$ cat src/design/rcp_div_cell.sv
// ============================================================================
// Ray cylinder path length: division cell
// One restoring division step: shifts in one dividend bit, subtracts the
// divisor when it fits and appends one quotient bit.
// ============================================================================
module rcp_div_cell #(
  parameter int DW = 64,
  parameter int QW = 32
) (
  input  logic          clk,
  input  logic          en,
  input  logic [DW-1:0] den_i,
  input  logic [DW-1:0] rem_i,
  input  logic [QW-1:0] low_i,
  input  logic [QW-1:0] q_i,
  output logic [DW-1:0] den_o,
  output logic [DW-1:0] rem_o,
  output logic [QW-1:0] low_o,
  output logic [QW-1:0] q_o
);

  logic [DW:0]   trem;
  logic [DW:0]   diff;
  logic          ge;
  logic [DW-1:0] den_r;
  logic [DW-1:0] rem_r;
  logic [QW-1:0] low_r;
  logic [QW-1:0] q_r;

  // Trial subtraction of the divisor from the extended remainder.
  assign trem = {rem_i, low_i[QW-1]};
  assign diff = trem - {1'b0, den_i};
  assign ge   = trem >= {1'b0, den_i};

  always_ff @(posedge clk) begin
    if (en) begin
      den_r <= den_i;
      rem_r <= ge ? diff[DW-1:0] : trem[DW-1:0];
      low_r <= {low_i[QW-2:0], 1'b0};
      q_r   <= {q_i[QW-2:0], ge};
    end
  end

  assign den_o = den_r;
  assign rem_o = rem_r;
  assign low_o = low_r;
  assign q_o   = q_r;

endmodule

$ cat config.mk
export PLATFORM = sky130hd
export DESIGN_NAME = rcp_div_cell
export DESIGN_NICKNAME = d
export VERILOG_FILES = /design/src/design/rcp_div_cell.sv
export SDC_FILE = /design/constraint.sdc
export NUM_CORES = 1
export LEC_CHECK = 0
export BUFFER_PORTS_ARGS = -buffer_cell sky130_fd_sc_hd__buf_2
export CORE_MARGIN = 3
export CORE_UTILIZATION = 46
export DETAILED_ROUTE_END_ITERATION = 10
export MAX_ROUTING_LAYER = met4
export PLACE_DENSITY = 0.78
export REMOVE_ABC_BUFFERS = 1
export SLEW_MARGIN = 20
export SYNTH_ARGS = -nofsm -noshare
export SYNTH_HDL_FRONTEND = slang
export SYNTH_SLANG_ARGS = --single-unit
$ cat constraint.sdc
create_clock -name clk -period 3.6 [get_ports clk]
set_input_delay 0.36 -clock clk [delete_from_list [all_inputs] [get_ports clk]]
set_output_delay 0.36 -clock clk [all_outputs]
set_load 0.03 [all_outputs]
==> metrics.cfg <==
[setup_path]
worstSetupStartpointType = input pin
cp-end-kind = flip-flop
critPathLaunch = den_i[4]
cp.required_ns = 3.79
crit_arrival_ns = 3.66
crit_path_max_fanout = 24
worst-setup-path-type = input pin to flip-flop

[placement]
port_buffers = 383
post-dp-hpwl_um = 24800
placed_area_um2 = 13200
gp_congestion = 0.912
place_inst = 1580

[power]
power_mw = 6.75
p_leak_nw = 6.36
p_per_area_nw_per_um2 = 487
vdd_ir_drop_max_mv = 0.284

[layout]
fin_util_pct = 62.3
drive_gt1_share_pct = 41.1
seq_area_um2 = 5740
layout_common_cells = buf_2 (382), edfxtp_1 (191), inv_1 (80)
multiInputGateArea_um2 = 4410
nNetsFinal = 1578
fillers = 1803
finalNonFillerCells = 1614
final_area_um2 = 13900
final_common_cell = buf_2
synthToLayoutAreaGrowth_pct = 30.6

[timing]
final_hold_viol_count = 0
setup_viol = 0
timing.final.crit_share_pct = 96.4
slew_violations = 0
slew_headroom_pct = 47.2
post-route-min-period_ns = 3.47
tightestPinTransition_ns = 0.791
hold_slack_ns = 0.0914
max_freq_mhz = 288
rsz0062_at_grt = no

[floorplanning]
fp.coreArea_um2 = 22200
die_w_um = 158
die_h_um = 158
rows = 54
ioPinCount = 386
die-area_um2 = 24900
start_util_pct = 47.7

[logic_synthesis]
netlist_area_um2 = 10600
synthTopCellsByArea = edfxtp_1 (54%), ha_1 (7.5%), mux2_2 (5.4%), a21oi_1 (3.4%), xnor2_1 (3.1%)
synth_top_area_share_pct = 54.1
synthCells = 885
synth_top_family_by_area = compound AO/OA/AOI/OAI gates
synth_cell_types = 70
synth_compound_area_share_pct = 14.1
syn_area_per_cell_um2 = 12.0
yosysSeqAreaShare_pct = 54.1
yosysTopAreaCell = edfxtp_1
synth_xor_area_share_pct = 4.62
async_reset_ff_share_pct = 0
synth_seq_cells = 191
synth_mux_area_share_pct = 6.88
synth-edff-count = 191
ys.flop_type = edfxtp_1
synth_warnings = 0
synthSimpleGateAreaFrac_pct = 8.10
synth_fa_ha_area_share_pct = 7.74

[run_status]
status = finished, final reports clean

[drt]
dr.pass1.iters = 5
drt_wl_total_um = 31300
num_vias = 8684
drt_iter0_markers = 550
drc = 0
wl_per_cell_um = 19.4
final_antenna_net_count = 0
drt-vias-per-instance = 5.38

[min_path]
hold_depth = 1
hp-start = low_i[18]
worstHoldEndpoint = low_o[19]$_DFFE_PP_
worstHoldPathType = input pin to flip-flop

[clock_tree]
clock_sink_count = 191
h-tree-depth = 4
numCtsBuffers = 17
clock_path_buffers = 2
cts_hold_buf = 0
clk_pin_slew_ns = 0.08
cts_tree = done
root_buffer = clkbuf_16

[run]
maxCapViolCount = 0

[grt]
antenna_found_initial = 2
grt_pass1_wl_um = 47000
grt_overflow = 0
grt_usage_pct = 25.1
grt_pass1_vias = 8767
grt_max_degree = 91

==> logic make-up after synthesis <==
logic type,count (synthesis)
other,1
and+or+nand+nor,175
AOI/OAI and AO/OA,225
muxes,63
DFF,191
xor gates and xnor gates,56
buffers and inverters,109
adders and majority gates,65
==> per-stage QoR <==
| stage | TNS (ns) | worst slack, ns |
|---|---|---|
| floorplan | -14.00 | -0.255 |
| global placement | -12.68 | -0.321 |
| detailed placement | -18.23 | -0.342 |
| CTS | 0 | 0.0970 |
| global route | 0 | 0.00646 |
| finish | 0 | 0.130 |
==> flip-flops by register name, indices dropped and copies added, names as in the netlist <==
register,count
low_o,31
rem_o,64
q_o,32
den_o,64
==> where the power goes <==
part | total [mW] | switching [mW] | internal (mW)
clock | 1.96 | 1.01 | 0.952
combinational | 1.98 | 1.24 | 0.743
sequential | 2.80 | 0.0605 | 2.74
total | 6.75 | 2.31 | 4.43
==> cells in the mapped netlist (8+ instances only) <==
cell type	count
mux2_2	51
xnor2_1	37
clkbuf_1	19
nand2_1	58
xor2_1	19
nor3_1	9
nand3_1	10
a21o_1	36
and3_1	11
inv_1	80
edfxtp_1	191
o21bai_1	13
ha_1	64
nor2_1	37
a21oi_1	71
nand4_1	15
a31oi_1	8
o21ai_0	35
==> critical path, cell delays in order <==
cell      delay [ns]
buf_2           0.09
inv_1           0.05
ha_1            0.37
a21o_1          0.16
a31oi_1         0.04
o21a_2          0.15
o31a_1          0.30
o31a_1          0.35
o41ai_2         0.42
a41o_2          0.30
a31oi_4         0.09
o211a_1         0.30
clkinv_4        0.10
buf_12          0.19
mux2_2          0.36
==> per-layer routing <==
metal	share of wire [%]	track usage [%]
met5	0	-
met4	2.8	8.64
met3	7.2	4.70
met2	50	42.4
met1	40	30.4
==> what timing repair did <==
action,4_1_cts,5_1_grt
buffers inserted,0,0
pin swaps,0,0
resized for setup,1,2
endpoints found under the setup margin,1,1
hold endpoints to repair,0,0
==> worst max path at each step <==
| stage | to | slack (ns) | cells after the start |
|---|---|---|---|
| 5_1_grt | rem_o[19]$_DFFE_PP_ | 0.006 | 15 |
| 3_5_place_dp | rem_o[3]$_DFFE_PP_ | -0.34 | 15 |
| 6_report | rem_o[20]$_DFFE_PP_ | 0.13 | 15 |
| 2_1_floorplan | rem_o[10]$_DFFE_PP_ | -0.26 | 13 |
| 3_3_place_gp | rem_o[51]$_DFFE_PP_ | -0.32 | 15 |
| 4_1_cts | rem_o[62]$_DFFE_PP_ | 0.1 | 14 |
==> area by class of cell <==
class | count | area share [%]
inverter | 81 | 2.23
tap | 280 | 2.53
clock buffer | 17 | 3.07
timing repair buffer | 443 | 17.6
sequential | 191 | 41.4
clock inverter | 15 | 1.35
multi-input combinational | 585 | 31.8
antenna | 2 | 0.0361
(Power assumes the default switching activity.)
