[src/design/rcp_sqrt_cell.sv]
// ============================================================================
// Ray cylinder path length: square root cell
// One digit step of the integer square root: takes two radicand bits and
// settles one root bit, then hands its state to the next cell.
// ============================================================================
module rcp_sqrt_cell #(
  parameter int RW = 158,
  parameter int K  = 79
) (
  input  logic          clk,
  input  logic          en,
  input  logic [RW-1:0] rad_i,
  input  logic [K+1:0]  rem_i,
  input  logic [K-1:0]  root_i,
  output logic [RW-1:0] rad_o,
  output logic [K+1:0]  rem_o,
  output logic [K-1:0]  root_o
);

  logic [K+3:0]  trem;
  logic [K+3:0]  trial;
  logic [K+3:0]  diff;
  logic          ge;
  logic [RW-1:0] rad_r;
  logic [K+1:0]  rem_r;
  logic [K-1:0]  root_r;

  // Bring down two bits and try the next root bit.
  assign trem  = {rem_i, rad_i[RW-1:RW-2]};
  assign trial = {2'b00, root_i, 2'b01};
  assign diff  = trem - trial;
  assign ge    = trem >= trial;

  always_ff @(posedge clk) begin
    if (en) begin
      rad_r  <= {rad_i[RW-3:0], 2'b00};
      rem_r  <= ge ? diff[K+1:0] : trem[K+1:0];
      root_r <= {root_i[K-2:0], ge};
    end
  end

  assign rad_o  = rad_r;
  assign rem_o  = rem_r;
  assign root_o = root_r;

endmodule

[config.mk]
export PLATFORM = sky130hd
export DESIGN_NAME = rcp_sqrt_cell
export DESIGN_NICKNAME = d
export VERILOG_FILES = /design/src/design/rcp_sqrt_cell.sv
export SDC_FILE = /design/constraint.sdc
export NUM_CORES = 1
export LEC_CHECK = 0
export BUFFER_PORTS_ARGS = -buffer_cell sky130_fd_sc_hd__buf_2
export CORE_AREA = 4 4 247 249
export CTS_BUF_LIST = sky130_fd_sc_hd__clkbuf_4 sky130_fd_sc_hd__clkbuf_8
export CTS_CLUSTER_DIAMETER = 50
export CTS_CLUSTER_SIZE = 20
export DETAILED_ROUTE_END_ITERATION = 10
export DIE_AREA = 0 0 251 253
export PLACE_DENSITY = 0.55
export SYNTH_ARGS = -nofsm -noshare
export SYNTH_HDL_FRONTEND = slang
export SYNTH_SLANG_ARGS = --single-unit
[constraint.sdc]
create_clock -name clk -period 3.7 [get_ports clk]
set_input_delay 0.37 -clock clk [delete_from_list [all_inputs] [get_ports clk]]
set_output_delay 0.37 -clock clk [all_outputs]
set_load 0.01 [all_outputs]
==> impl_metrics.py <==
metrics = {
    "global_route": {
        "grt_start_max_net_pins": 88,
        "grt_pass1_vias": 15000,
        "track_usage_pct": 17.9,
        "antenna_found_initial": 17,
        "grt_overflow": 0,
        "grt_pass1_wl_mm": 88.2,
    },
    "clocking": {
        "clockRootBuffer": "clkbuf_8",
        "numCtsBuffers": 40,
        "tritoncts": "done",
        "cts.sinks": 316,
        "post_cts_buffers": 0,
        "path_clk_slew_ns": 0.07,
        "cts_buffer_depth": 3,
        "cts.htree.levels": 2,
    },
    "routing": {
        "final_antenna_net_count": 0,
        "drtPass1Iterations": 5,
        "avgViaCountPerCell": 4.51,
        "post-route-drc-count": 0,
        "wire_per_inst_um": 19.2,
        "wl_mm": 60.7,
        "dr_total_vias": 14300,
        "drt_first_iter_violations": 717,
    },
    "finish": {
        "utilization_pct": 41.8,
        "multiInputGateArea_sq_um": 5590,
        "seq_area_sq_um": 9490,
        "final_cell_area_sq_um": 24500,
        "nFillCells": 5587,
        "drive_gt1_share_pct": 41.1,
        "syn_to_final_growth_pct": 56.3,
        "layout.nets": 2751,
    },
    "critical_path": {
        "crit_arrival_ns": 3.91,
        "critPathKind": "in -> reg",
        "crit_required_ns": 4.03,
        "startpoint": "root_i[42]",
        "crit_path_end_kind": "flop",
        "worstSetupStartpointType": "primary input",
        "path_max_fanout": 23,
    },
    "job": {
        "maxCapViolCount": 0,
    },
    "timing": {
        "fin_setup_tns_ns": 0,
        "drv_slew": 0,
        "finalSetupViolations": 0,
        "rsz0062_at_grt": "false",
        "fin_ws_ns": 0.128,
        "hold_violations": 0,
        "tightest_slew_ns": 0.602,
        "finalCritPeriodShare_pct": 96.5,
        "fin_crit_ns": 3.57,
        "fmax_mhz": 280,
        "max_slew_margin_pct": 59.6,
    },
    "yosys": {
        "synthCells": 1293,
        "synth_area_leaders": "edfxtp_1 60%, ha_1 6.5%, a21oi_1 4.5%",
        "synth_area_sq_um": 15700,
        "async_flop_share_pct": 0,
        "synth_seq_cells": 316,
        "postSynthAreaPerCell_sq_um": 12.1,
        "synth_seq_area_share_pct": 60.5,
        "synth_edf_count": 316,
        "ys.flop_type": "edfxtp_1",
        "synth_top_area_share_pct": 60.5,
        "synth_top_area_cell": "edfxtp_1",
        "synth.distinct_cells": 67,
        "yosysWarnings": 0,
    },
    "power": {
        "seq_power_share_pct": 45.0,
        "p_leak_nw": 10.9,
        "netSwitchingPower_mw": 2.99,
        "clockPowerShare_pct": 29.2,
        "powerDensity_nw_per_um2": 406,
        "p_sw_share_pct": 30.0,
        "ir_drop_v": 0.000321,
        "pwr-share-comb_pct": 25.8,
        "p_int_mw": 6.97,
    },
    "placed_design": {
        "gp_congestion": 0.876,
        "dp_slack_ns": -0.573,
        "io_buffers": 635,
        "place_area_sq_um": 21200,
        "hpwl_mm": 47.6,
    },
    "floorplanning": {
        "die_x_um": 251,
        "die-area_sq_um": 63500,
        "start_util_pct": 26.7,
        "die_height_um": 253,
        "fp.coreArea_sq_um": 58700,
        "fp-row-count": 89,
        "io_pins": 638,
    },
    "hold_path": {
        "min_path_type": "in -> reg",
        "worstHoldStart": "root_i[10]",
    },
    "outcome": {
        "outcome": "completed",
    },
}
[cell families (layout without fill, tap and decap cells)]
family          after synthesis  after routing  share of synthesized area [%]
compound gates              346            346                           14.2
xor+xnor                     77             77                           4.30
fa+ha+maj                    81             81                           6.46
buf+inv                     165           1251                           4.53
flops                       316            316                           60.5
mux                          17             17                           1.57
other cells                   1             16                         0.0239
simple gates                290            290                           8.43
[metal layers]
layer,wire length (um),part of all wire (%),up-vias,global-route usage [%]
met5,70,0.12,-,0
met1,22400,37,6775,19.4
li1,-,-,6902,-
met3,4580,7.5,99,5.24
met4,1700,2.8,10,5.74
met2,32000,53,502,33.5
[cell usage after synthesis, types with 3 or more instances]
library cell / n
clkbuf_1: 42
nor4_1: 6
o211ai_1: 9
a41oi_1: 4
o21ai_0: 43
a22oi_1: 3
ha_1: 81
a211oi_1: 6
a21boi_0: 3
or2_2: 3
nand2_1: 65
and2_1: 5
nand3_1: 16
xor2_1: 33
nor2b_1: 7
and3_1: 5
o21a_1: 9
a21oi_2: 18
nand4_1: 34
a31o_2: 3
inv_1: 101
edfxtp_1: 316
nor3_1: 14
nand2b_1: 5
buf_2: 10
or3_1: 3
o21bai_1: 20
o31ai_1: 4
a21oi_1: 141
a31oi_1: 14
buf_4: 3
xnor2_1: 44
o21ai_1: 3
a21o_1: 37
buf_6: 9
mux2_4: 15
nor2_1: 122
[worst paths after layout]
kind	to	slack [ns]	cells after the start
max	rem_o[29]	0.13	17
min	root_o[11]	0.05	1
[timing repair]
action,CTS,global route
hold endpoints to repair,230,2
endpoints found under the setup margin,0,56
hold buffers,230,2
gates resized for setup,0,18
[layout by cell type, fill, tap and decap left out, drive strengths merged, types with 20 or more instances in the layout]
| cell | count |
|---|---|
| a21o | 37 |
| a21oi | 159 |
| buf | 846 |
| clkbuf | 44 |
| dlygate4sd3 | 232 |
| edfxtp | 316 |
| ha | 81 |
| inv | 113 |
| nand2 | 65 |
| nand4 | 34 |
| nor2 | 122 |
| o21ai | 47 |
| o21bai | 20 |
| xnor2 | 44 |
| xor2 | 33 |
[sequential cells by signal, summed over array words and instances, names as in the netlist]
name and cells:
rem_o 81, root_o 79, rad_o 156
[critical path, stage by stage]
cell and delay [ns]:
dlygate4sd3_1 0.52, buf_2 0.11, inv_1 0.05, ha_1 0.32, a21oi_1 0.17, o21ai_1 0.12, a22o_1 0.25, a21o_1 0.22
a31oi_4 0.18, a21o_1 0.17, a41oi_2 0.13, a21o_1 0.24, a31oi_4 0.19, o211ai_1 0.15, buf_4 0.20, buf_12 0.15
mux2_4 0.32
[power by group through the flow]
stage / sequential [mW] / combinational, mW / clock, mW
2_1_floorplan: 4.75 / 0.945 / 0
3_3_place_gp: 4.56 / 2.36 / 0
3_5_place_dp: 4.56 / 2.37 / 0
4_1_cts: 4.48 / 2.58 / 3.01
5_1_grt: 4.51 / 2.80 / 3.16
6_report: 4.48 / 2.57 / 2.90
[layout make-up]
| class | instances | area share (%) |
|---|---|---|
| flip-flops and latches | 316 | 38.7 |
| repair buffers | 1078 | 29.2 |
| multi-input cells | 813 | 22.8 |
| well taps | 773 | 3.94 |
| clock buffers | 44 | 2.37 |
| inverters | 101 | 1.55 |
| clock inverters | 28 | 1.36 |
| diodes | 14 | 0.143 |
[per-stage QoR]
| step | cells | hold WS (ns) | total power, mW |
|---|---|---|---|
| 3_5_place_dp | 2849 | 0.548 | 6.93 |
| 2_1_floorplan | 1294 | 0.469 | 5.70 |
| 6_report | 3167 | 0.0539 | 9.96 |
| 3_3_place_gp | 2849 | 0.546 | 6.91 |
| 4_1_cts | 3151 | 0.00544 | 10.1 |
| 5_1_grt | 3162 | 0.0182 | 10.5 |
(Power assumes the default switching activity.)
